**src/design/u8d_pkg.sv**
```systemverilog
package u8d_pkg;

  localparam int CAP_BITS   = 20;
  localparam int CP_BITS    = 32;
  localparam int CNT_OUT_W  = 20;
  localparam int QUEUE_DEPTH = 4;
  localparam int QPTR_BITS  = $clog2(QUEUE_DEPTH);
  localparam int QCNT_BITS  = $clog2(QUEUE_DEPTH + 1);

  localparam logic [CAP_BITS-1:0] CAP_RESET = 20'd1023;

  // Register index of the configuration port.
  localparam logic REG_CAPACITY = 1'b0;

  // Lead byte class boundaries and payload masks.
  localparam logic [7:0] LEAD6_MIN  = 8'hfc;
  localparam logic [7:0] LEAD5_MIN  = 8'hf8;
  localparam logic [7:0] LEAD4_MIN  = 8'hf0;
  localparam logic [7:0] LEAD3_MIN  = 8'he0;
  localparam logic [7:0] MULTI_MIN  = 8'h80;
  localparam logic [7:0] MASK_CONT  = 8'h3f;
  localparam logic [7:0] MASK_LEAD6 = 8'h03;
  localparam logic [7:0] MASK_LEAD4 = 8'h07;
  localparam logic [7:0] MASK_LEAD3 = 8'h0f;
  localparam logic [7:0] MASK_LEAD2 = 8'h1f;

  typedef enum logic [1:0] {
    KIND_CODE     = 2'd0,
    KIND_DONE     = 2'd1,
    KIND_OVERFLOW = 2'd2
  } kind_t;

  typedef struct packed {
    logic [CP_BITS-1:0]   code_point;
    kind_t                kind;
    logic [CNT_OUT_W-1:0] char_count;
    logic                 last_result;
  } result_t;

  // Up to two results written into the queue in one cycle, packed from slot a.
  typedef struct packed {
    logic [1:0] num;
    result_t    a;
    result_t    b;
  } push_t;

endpackage

```
**src/design/utf8_to_ucs4_decoder.sv**
```systemverilog
// Channel  | Handshake         | Payload
// in_      | in_valid/in_stall | in_data_byte[7:0], in_end_of_input
// out_     | out_valid/out_stall | out_code_point[31:0], out_kind[1:0],
//          |                   | out_char_count[19:0], out_last_result
// config   | APB (psel..pready)| capacity at byte address 0
//
// A byte is registered at the input, then decoded and written into
// a four-entry result queue. One byte is taken per cycle while the
// input does not stall; a byte that ends a character together with the
// end mark yields two words, and then the single output port sets the
// rate. Input stalls while a byte is held and the queue cannot take two
// more words. Reset clears all string state and sets capacity to 1023.
module utf8_to_ucs4_decoder #(
  parameter int COUNT_BITS = 20
) (
  input  logic        clk,
  input  logic        rst_n,
  input  logic        in_valid,
  output logic        in_stall,
  input  logic [7:0]  in_data_byte,
  input  logic        in_end_of_input,
  output logic        out_valid,
  input  logic        out_stall,
  output logic [31:0] out_code_point,
  output logic [1:0]  out_kind,
  output logic [19:0] out_char_count,
  output logic        out_last_result,
  input  logic        psel,
  input  logic        penable,
  input  logic        pwrite,
  input  logic [2:0]  paddr,
  input  logic [31:0] pwdata,
  output logic [31:0] prdata,
  output logic        pready
);

  // Configuration.
  logic [u8d_pkg::CAP_BITS-1:0] cap_r;

  assign pready = 1'b1;

  always_ff @(posedge clk) begin
    if (!rst_n) begin
      cap_r <= u8d_pkg::CAP_RESET;
    end else if (psel && penable && pwrite && paddr[2] == u8d_pkg::REG_CAPACITY) begin
      cap_r <= pwdata[u8d_pkg::CAP_BITS-1:0];
    end
  end

  assign prdata = (paddr[2] == u8d_pkg::REG_CAPACITY) ? 32'(cap_r) : 32'd0;

  // Input register.
  logic                          stage_vld_r;
  logic [7:0]                    byte_r;
  logic                          eoi_r;
  logic                          stage_fire;
  logic                          in_take;
  logic [u8d_pkg::QCNT_BITS-1:0] q_count;

  assign stage_fire = stage_vld_r && (q_count <= u8d_pkg::QCNT_BITS'(u8d_pkg::QUEUE_DEPTH - 2));
  assign in_stall   = stage_vld_r && !stage_fire;
  assign in_take    = in_valid && !in_stall;

  always_ff @(posedge clk) begin
    if (!rst_n) begin
      stage_vld_r <= 1'b0;
    end else if (in_take) begin
      stage_vld_r <= 1'b1;
    end else if (stage_fire) begin
      stage_vld_r <= 1'b0;
    end
  end

  always_ff @(posedge clk) begin
    if (in_take) begin
      byte_r <= in_data_byte;
      eoi_r  <= in_end_of_input;
    end
  end

  // String state.
  logic [2:0]            pend_r,   pend_nxt;
  logic [31:0]           part_r,   part_nxt;
  logic [COUNT_BITS-1:0] cnt_r,    cnt_nxt;
  logic                  closed_r, closed_nxt;

  logic [2:0]            lead_pend;
  logic [31:0]           lead_part;
  logic [2:0]            step_pend;
  logic [31:0]           step_part;
  logic [COUNT_BITS-1:0] cnt_inc;
  logic [31:0]           cnt_ext;
  logic [31:0]           cnt_inc_ext;
  logic                  at_limit;
  u8d_pkg::push_t        push;
  u8d_pkg::result_t      code_res;
  u8d_pkg::result_t      done_res;
  u8d_pkg::result_t      done_inc_res;
  u8d_pkg::result_t      ovf_res;

  always_comb begin
    if (byte_r >= u8d_pkg::LEAD6_MIN) begin
      lead_pend = 3'd5;
      lead_part = 32'(byte_r & u8d_pkg::MASK_LEAD6);
    end else if (byte_r >= u8d_pkg::LEAD5_MIN) begin
      lead_pend = 3'd4;
      lead_part = 32'(byte_r & u8d_pkg::MASK_LEAD6);
    end else if (byte_r >= u8d_pkg::LEAD4_MIN) begin
      lead_pend = 3'd3;
      lead_part = 32'(byte_r & u8d_pkg::MASK_LEAD4);
    end else if (byte_r >= u8d_pkg::LEAD3_MIN) begin
      lead_pend = 3'd2;
      lead_part = 32'(byte_r & u8d_pkg::MASK_LEAD3);
    end else if (byte_r < u8d_pkg::MULTI_MIN) begin
      lead_pend = 3'd0;
      lead_part = 32'(byte_r);
    end else begin
      lead_pend = 3'd1;
      lead_part = 32'(byte_r & u8d_pkg::MASK_LEAD2);
    end
  end

  assign step_pend = (pend_r == 3'd0) ? lead_pend : pend_r - 3'd1;
  assign step_part = (pend_r == 3'd0) ? lead_part :
                     {part_r[25:0], byte_r[5:0] & u8d_pkg::MASK_CONT[5:0]};

  assign cnt_inc     = cnt_r + COUNT_BITS'(1);
  assign cnt_ext     = 32'(cnt_r);
  assign cnt_inc_ext = 32'(cnt_inc);
  // The count saturates at its own width as well as at the capacity.
  assign at_limit    = (cnt_ext >= 32'(cap_r)) || (&cnt_r);

  always_comb begin
    code_res             = '0;
    code_res.code_point  = step_part;
    code_res.kind        = u8d_pkg::KIND_CODE;
    done_res             = '0;
    done_res.kind        = u8d_pkg::KIND_DONE;
    done_res.char_count  = cnt_ext[19:0];
    done_res.last_result = 1'b1;
    done_inc_res            = done_res;
    done_inc_res.char_count = cnt_inc_ext[19:0];
    ovf_res              = '0;
    ovf_res.kind         = u8d_pkg::KIND_OVERFLOW;
    ovf_res.last_result  = 1'b1;
  end

  always_comb begin
    pend_nxt   = pend_r;
    part_nxt   = part_r;
    cnt_nxt    = cnt_r;
    closed_nxt = closed_r;
    push       = '0;
    if (stage_fire) begin
      if (closed_r) begin
        if (eoi_r) begin
          pend_nxt   = '0;
          part_nxt   = '0;
          cnt_nxt    = '0;
          closed_nxt = 1'b0;
        end
      end else if (pend_r == 3'd0 && (byte_r == 8'd0 || at_limit)) begin
        push.num = 2'd1;
        push.a   = (byte_r == 8'd0) ? done_res : ovf_res;
        if (eoi_r) begin
          pend_nxt = '0;
          part_nxt = '0;
          cnt_nxt  = '0;
        end else begin
          closed_nxt = 1'b1;
        end
      end else if (step_pend == 3'd0) begin
        push.num = eoi_r ? 2'd2 : 2'd1;
        push.a   = code_res;
        push.b   = done_inc_res;
        pend_nxt = '0;
        part_nxt = '0;
        cnt_nxt  = eoi_r ? '0 : cnt_inc;
      end else if (eoi_r) begin
        // An unfinished sequence at the end of the buffer is dropped.
        push.num = 2'd1;
        push.a   = done_res;
        pend_nxt = '0;
        part_nxt = '0;
        cnt_nxt  = '0;
      end else begin
        pend_nxt = step_pend;
        part_nxt = step_part;
      end
    end
  end

  always_ff @(posedge clk) begin
    if (!rst_n) begin
      pend_r   <= '0;
      part_r   <= '0;
      cnt_r    <= '0;
      closed_r <= 1'b0;
    end else begin
      pend_r   <= pend_nxt;
      part_r   <= part_nxt;
      cnt_r    <= cnt_nxt;
      closed_r <= closed_nxt;
    end
  end

  // Result queue.
  u8d_pkg::result_t head;
  logic             q_pop;

  assign q_pop = out_valid && !out_stall;

  u8d_res_queue u_queue (
    .clk   (clk),
    .rst_n (rst_n),
    .push  (push),
    .pop   (q_pop),
    .head  (head),
    .count (q_count)
  );

  assign out_valid       = (q_count != '0);
  assign out_code_point  = head.code_point;
  assign out_kind        = head.kind;
  assign out_char_count  = head.char_count;
  assign out_last_result = head.last_result;

  a_queue_bound: assert property (@(posedge clk) disable iff (!rst_n)
    q_count <= u8d_pkg::QCNT_BITS'(u8d_pkg::QUEUE_DEPTH))
    else $error("result queue count beyond its depth");

  a_closed_silent: assert property (@(posedge clk) disable iff (!rst_n)
    closed_r |-> push.num == 2'd0)
    else $error("closed string produced a result");

  a_pair_ends: assert property (@(posedge clk) disable iff (!rst_n)
    push.num == 2'd2 |-> (push.a.kind == u8d_pkg::KIND_CODE &&
                          push.b.kind == u8d_pkg::KIND_DONE && push.b.last_result))
    else $error("two results must be a code point followed by done");

  a_closed_resets: assert property (@(posedge clk) disable iff (!rst_n)
    closed_r |-> pend_r == 3'd0)
    else $error("closed string with a sequence still pending");

endmodule

```
**src/design/u8d_res_queue.sv**
```systemverilog
module u8d_res_queue (
  input  logic                              clk,
  input  logic                              rst_n,
  input  u8d_pkg::push_t                    push,
  input  logic                              pop,
  output u8d_pkg::result_t                  head,
  output logic [u8d_pkg::QCNT_BITS-1:0]     count
);

  u8d_pkg::result_t                 entry_r [u8d_pkg::QUEUE_DEPTH];
  logic [u8d_pkg::QPTR_BITS-1:0]    wr_ptr_r;
  logic [u8d_pkg::QPTR_BITS-1:0]    rd_ptr_r;
  logic [u8d_pkg::QCNT_BITS-1:0]    count_r;
  logic [u8d_pkg::QPTR_BITS-1:0]    wr_ptr_nxt;
  logic [u8d_pkg::QPTR_BITS-1:0]    rd_ptr_nxt;
  logic [u8d_pkg::QCNT_BITS-1:0]    count_nxt;
  logic [u8d_pkg::QPTR_BITS-1:0]    wr_ptr_b;

  assign wr_ptr_b   = wr_ptr_r + u8d_pkg::QPTR_BITS'(1);
  assign wr_ptr_nxt = wr_ptr_r + u8d_pkg::QPTR_BITS'(push.num);
  assign rd_ptr_nxt = rd_ptr_r + u8d_pkg::QPTR_BITS'(pop);
  assign count_nxt  = count_r + u8d_pkg::QCNT_BITS'(push.num) - u8d_pkg::QCNT_BITS'(pop);

  always_ff @(posedge clk) begin
    if (push.num != 2'd0) begin
      entry_r[wr_ptr_r] <= push.a;
    end
    if (push.num == 2'd2) begin
      entry_r[wr_ptr_b] <= push.b;
    end
  end

  always_ff @(posedge clk) begin
    if (!rst_n) begin
      wr_ptr_r <= '0;
      rd_ptr_r <= '0;
      count_r  <= '0;
    end else begin
      wr_ptr_r <= wr_ptr_nxt;
      rd_ptr_r <= rd_ptr_nxt;
      count_r  <= count_nxt;
    end
  end

  assign head  = entry_r[rd_ptr_r];
  assign count = count_r;

endmodule
```
**config.mk**
```make
export PLATFORM = sky130hd
export DESIGN_NAME = utf8_to_ucs4_decoder
export DESIGN_NICKNAME = d
export VERILOG_FILES = /design/src/design/u8d_pkg.sv /design/src/design/utf8_to_ucs4_decoder.sv /design/src/design/u8d_res_queue.sv
export SDC_FILE = /design/constraint.sdc
export NUM_CORES = 1
export LEC_CHECK = 0
export BUFFER_PORTS_ARGS = -buffer_cell sky130_fd_sc_hd__buf_2
export CAP_MARGIN = 20
export CORE_ASPECT_RATIO = 0.5
export CORE_MARGIN = 1.5
export CORE_UTILIZATION = 40
export DETAILED_ROUTE_END_ITERATION = 8
export SETUP_SLACK_MARGIN = 0.2
export SLEW_MARGIN = 10
export SYNTH_ARGS = -nofsm -noshare
export SYNTH_HDL_FRONTEND = slang
export SYNTH_HIERARCHICAL = 1
export SYNTH_SLANG_ARGS = --single-unit
export TNS_END_PERCENT = 50
```
**constraint.sdc**
```tcl
create_clock -name clk -period 20.7 [get_ports clk]
set_input_delay 1.035 -clock clk [delete_from_list [all_inputs] [get_ports clk]]
set_output_delay 1.035 -clock clk [all_outputs]
set_load 0.02 [all_outputs]
```
# After elaboration in Yosys (flattened, before gate mapping)
# Memory sizes are Yosys's and may differ from the RTL's. A register that Yosys moved wholly into a read port is not among the register bits.
# Index checks and enable logic that the tools add are counted.
totals:
  reg_bits: 93
  mem_bits_rw: 220
  elab_cells: 95
  memories: 1
mem_list:
  columns: ["memory", "words", "width", "rd", "rd_clocked_by_memory_dff", "write_ports", "line", "rtl"]
  rows:
  - ["u_queue.entry_r", 4, 55, 1, 1, 2, "u8d_res_queue.sv:10", "u8d_pkg::result_t entry_r [u8d_pkg::QUEUE_DEPTH];"]
op_classes:
  n_addsub: 7
  n_lt_le_gt_ge: 7
  eq_ne: 1
  n_mux: 47
  bitwise: 1
  n_reduce_logical: 20
op_table:
  columns: ["cell", "count"]
  rows:
  - ["112-bit two-way mux", 2]
  - ["32-bit two-way mux", 6]
  - ["20-bit two-way mux", 6]
  - ["57-bit two-way mux", 2]
  - ["56-bit two-way mux", 1]
  - ["22-bit two-way mux", 2]
  - ["8-bit two-way mux", 5]
  - ["8-bit greater-or-equal comparator (second input constant)", 4]
  - ["3-bit two-way mux", 8]
  - ["23-bit two-way mux", 1]
  - ["20-bit by 1-bit adder with 20-bit output (second input constant)", 1]
  - ["20-bit greater-or-equal comparator", 1]
  - ["20-bit AND reduction", 1]
  - ["1-bit two-way mux", 10]
  - ["1-bit logical AND", 8]
  - ["8-bit zero test", 1]
  - ["8-bit less-than comparator (second input constant)", 1]
  - ["2-bit two-way mux", 4]
  - ["3-bit zero test", 2]
  - ["2-bit nonzero test", 2]
  - ["3-bit by 2-bit adder with 3-bit output", 1]
  - ["3-bit by 2-bit less-or-equal comparator with 1-bit output (second input constant)", 1]
  - ["1-bit zero test", 3]
  - ["3-bit nonzero test", 1]
  - ["8 further kinds", 9]

# Logic depth before layout (Yosys ltp)
depth:
  ltp_word: 15
  ltp_mapped: 15
  depth_no_buf: 13

# By module
# The synthesis kept the hierarchy.
by_module_without_submodules:
  columns: ["mod", "instances", "cells_per_inst", "area_per_inst_um2", "seq_area_each_um2"]
  rows:
  - ["u8d_res_queue", 1, 571, 11001.8, 6746.5]
  - ["utf8_to_ucs4_decoder", 1, 567, 4738.3, 1691.6]

# Worst setup path after synthesis
# Ideal clock, no wire load.
synth_path:
  path_type: "reg-to-reg"
  startpoint: "register cnt_r[17]"
  endpoint: "memory u_queue/entry_r[0][0] (netlist name) (enable)"
  setup_time_ps: 544
  arrival_ps: 6400
  required_time_ps: 20156
  path_slack_ps: 13757
  stages_incl_launch_ff: 10
  n_path_buf: 1
  cell_sequence: "dfxtp_1 ha_1 nand4_1 or4_1 o21a_4 a21o_4 buf_2 a21oi_1 o21bai_1 o21ai_0"
synth_rtl:
  columns: ["element", "line", "rtl"]
  rows:
  - ["start, declared", "utf8_to_ucs4_decoder.sv:84", "logic [COUNT_BITS-1:0] cnt_r, cnt_nxt;"]
  - ["start signal, assigned", "utf8_to_ucs4_decoder.sv:202", "cnt_r <= cnt_nxt;"]
  - ["end, declared", "u8d_res_queue.sv:10", null]

==> summary.md <==
| Metric | Value |
|---|---|
| Slew @ Worst Pin | ~1000 ps |
| Final critical-path required period | 4932 ps |
| Number of global-route vias before repair | between 10,000 and 15,000 |
| Peak supply drop | 0.06560 mV |
| Cell variety after synth | slightly above 70 |
| Worst hold start | cap_r[16] |
| Pin count of the biggest net entering global routing | 57 |
| Max stage delay on crit path | 720 ps |
| Sw frac | 0.2911 |
| 1st-pass router iterations | 4 |
| Slew margin rel. | 0.3111 |
| Initial antenna violation count | 0 |
| Layout cells sized above 1 | 0.3413 |
| Hold Crit Endpoint | cap_r[16] |
| Die height | roughly 140 um |
| Post-CTS Resized | 0 |
| Yosys top cell by area | edfxtp_1 |
| NetSw | roughly 470 uW |
| Worst min-delay path category | reg -> reg |
| Core Footprint | roughly 39,000 um^2 |
| Pwr/cell area | between 80 and 90 nW/um^2 |
| Worst r2r path cells | 10 |
| P_int | roughly 1100 uW |
| Final Hold Viols | 0 |
| Worst setup margin | between 15,000 and 20,000 ps |
| CTS Sinks | around 310 |
| Prevailing post-synth register cell | edfxtp_1 |
| Grt ovf | 0 |
| Setup violators final | 0 |
| Post-synthesis instance area | 15,740 um^2 |
| First-pass GRT wire length | 58,700 um |
| Reg2reg end | u_queue/entry_r[0][51] |
| Antenna Nets Post-Route | 0 |
| Syn Inst Count | 1,138 |
| Critical path cell sequence | ha_1 -> nand4_1 -> nor4_4 -> a2111oi_2 -> o21a_4 -> a21o_4 -> a21oi_1 -> o21bai_1 -> o21ai_4 -> buf_4 |
| All-layer global routing usage | 0.1869 |
| Worst Path Required | between 20,000 and 25,000 ps |
| Hold-fix buffers, CTS | 0 |
| Placed wire-length estimate | around 23,000 um |
| Sequential fraction of the synthesis area | 0.5361 |
| Worst Setup Start Kind | register |
| CP Data Arrival Time | ~5100 ps |
| Residual DRC | 0 |
| Final net count | between 1,000 and 1,500 |
| Post-CTS Setup Inserts | 0 |
| Seq pwr share | 0.456 |
| Crit share post-route | 0.2383 |
| Synthesized area per cell | roughly 14 um^2 |
| Yosys warning total | 6 |
| Port Buffers | ~110 |
| Max Slew Vio Count | 0 |
| Via-to-Cell Ratio | ~5.2 |
| Layout Skew | ~21 ps |
| Clock root buffer | clkbuf_16 |
| GP Congestion | roughly 0.82 |
| CTS tree | built |
| Crit-path slowest cell | o21ai_4 |
| Clk_lat worst skew | between 500 and 600 ps |
| WL final | between 30,000 and 40,000 um |
| Clk pwr share | 0.337 |
| Asr flop ratio synth | 0 |
| Vias | 9,908 |
| Crit Path Max Fanout | 37 |
| RSZ-0062 raised after global routing | false |
| Leakage | 0.006977 uW |
| Die X | approximately 280 um |
| Endpoint class of the critical path | register |
| Clock Path Buffers | 3 |
| Post-synth top area share | 0.4369 |
| Die ar. | slightly above 40,000 um^2 |
| Starting Density | 0.4050 |
| Seq cells post-synth | 307 |
| CP Class | reg -> reg |
| H-tree Lvls | 1 |
| Diode count | 0 |
| CTS Buf Count | 30 |
| Max cap viols | 0 |
| Main area contributors after synthesis | edfxtp_1 (44%), mux2_2 (16%), dfxtp_1 (9.9%), mux4_2 (7.9%), ha_1 (2.4%) |
| Drt wl/cell | 19.70 um |
| Post-synth EDFFs | 229 |
| 1st-iter DRT viols | 580 |
| I/O Pins | 141 |
| FF-to-FF Start | cnt_r[1] |
| Max Freq | 0.2027 GHz |
| Dpl ws | ~16,000 ps |
| Reg2Reg Setup Slack | roughly 16,000 ps |
| P&R area growth vs syn | 15.46% |
| Combinational share of power | 0.207 |
| Outcome | finished, final reports clean |
| Clk slew on worst S/H paths | 60 ps |
| Setup TNS Final | 0 ps |
| Core Rows | 51 |
| Hold Crit Depth | 2 |
-- registers in the layout, indices dropped and copies added (netlist names) --
register          cells
cap_r                20
byte_r                8
cnt_r                20
part_r               26
u_queue/wr_ptr_r      2
u_queue/count         3
stage_vld_r           1
eoi_r                 1
u_queue/rd_ptr_r      2
closed_r              1
u_queue/entry_r     220
pend_r                3
-- Yosys cell counts, drive strengths merged (3+ instances only) --
library cell and n:
o211ai 14, inv 35, ha 30, o21ai 24
nor2b 10, nor4 3, nand2 59, nand3 14
xnor2 4, buf 58, a31oi 4, nand2b 8
a22o 21, and3 7, dfxtp 78, clkbuf 19
and2 53, nor2 59, a211oi 9, mux2 220
a21boi 11, mux2i 3, xor2 9, edfxtp 229
mux4 55, nor3 8, a21oi 24, o21a 5
or3 7, o2bb2ai 5, o31ai 5, a21o 5
nand4 8, or4 5
-- worst max-delay path: cells and delay by family (launching register included) --
kind | cells | cell delay, ps
DFF | 1 | 510
AOI/OAI and AO/OA | 6 | 2280
adders and majority gates | 1 | 330
and+or+nand+nor | 2 | 720
buffers and inverters | 1 | 670
-- power groups by stage --
stage	Combinational, uW	Clock, uW	Sequential, uW
after floorplan	258	0	721
after global placement	333	0	745
after detailed placement	337	0	747
after CTS	338	555	733
after global routing	358	579	737
final	332	539	731
-- kinds of logic (layout without fill, tap and decap cells) --
| family | after synthesis | after routing | share of synthesized area |
|---|---|---|---|
| buf+inv | 112 | 220 | 0.03943 |
| mux | 278 | 278 | 0.2380 |
| other cells | 2 | 145 | 0.0004771 |
| simple gates | 255 | 255 | 0.08601 |
| compound gates | 138 | 138 | 0.06479 |
| xor+xnor | 15 | 15 | 0.01010 |
| fa+ha+maj | 31 | 31 | 0.02512 |
| flops | 307 | 307 | 0.5361 |
-- final cells by class --
class	count	area (um^2)
fillers	3524	20690
flip-flops and latches	307	8446
multi-input cells	862	7266
clock buffers	43	890.9
repair buffers	129	685.7
well taps	530	663.1
inverters	35	131.4
clock inverters	13	91.34
-- cell usage in the layout, fill, tap and decap left out, types with 7 or more instances in the layout --
cell type	netlist	final
mux4_2	55	55
edfxtp_1	229	229
clkbuf_16	0	31
clkinv_2	0	7
a22o_1	21	21
and2_1	53	53
nand2b_1	8	8
buf_2	25	113
xor2_1	9	9
a211oi_1	7	7
buf_4	19	16
inv_1	35	35
dfxtp_1	78	76
o211ai_1	14	14
nor2b_1	10	10
nand4_1	8	8
mux2_2	217	217
nor2_1	59	57
nand3_1	14	14
a21oi_1	21	21
o21ai_0	18	17
a21boi_0	10	10
nand2_1	59	59
clkbuf_8	0	7
or3_1	7	7
conb_1	2	145
ha_1	30	30
-- worst max-delay path by stage --
| stage | slack [ps] | endpoint | from |
|---|---|---|---|
| after floorplan | 13760 | u_queue/entry_r[0][0] | cnt_r[17] |
| final | 15770 | u_queue/entry_r[0][51] | cnt_r[1] |
| after detailed placement | 15810 | u_queue/entry_r[0][51] | cnt_r[1] |
| after CTS | 15790 | u_queue/entry_r[0][8] | cnt_r[1] |
| after global placement | 15900 | u_queue/entry_r[0][51] | cnt_r[1] |
| after global routing | 15510 | u_queue/entry_r[0][51] | cnt_r[1] |
-- per-layer routing --
layer,GRT usage,share of wire,vias up
li1,-,-,4632
met1,0.2482,0.46,5042
met2,0.3239,0.49,190
met3,0.02843,0.036,44
met4,0.04334,0.020,0
met5,0,0,-
-- stage by stage --
stage | hold slack, ps | total power [uW] | cell area [um^2] | utilization | std cells
finish | 465.8 | 1603 | 18170 | 0.4677 | 1919
global route | 495.8 | 1674 | 18170 | 0.4677 | 1919
CTS | 470.2 | 1626 | 18170 | 0.4675 | 1918
detailed placement | 450.5 | 1084 | 17180 | 0.4422 | 1862
global placement | 448.7 | 1078 | 17180 | 0.4422 | 1862
floorplan | 434.2 | 978.9 | 16280 | - | 1281
(Power assumes the default switching activity.)
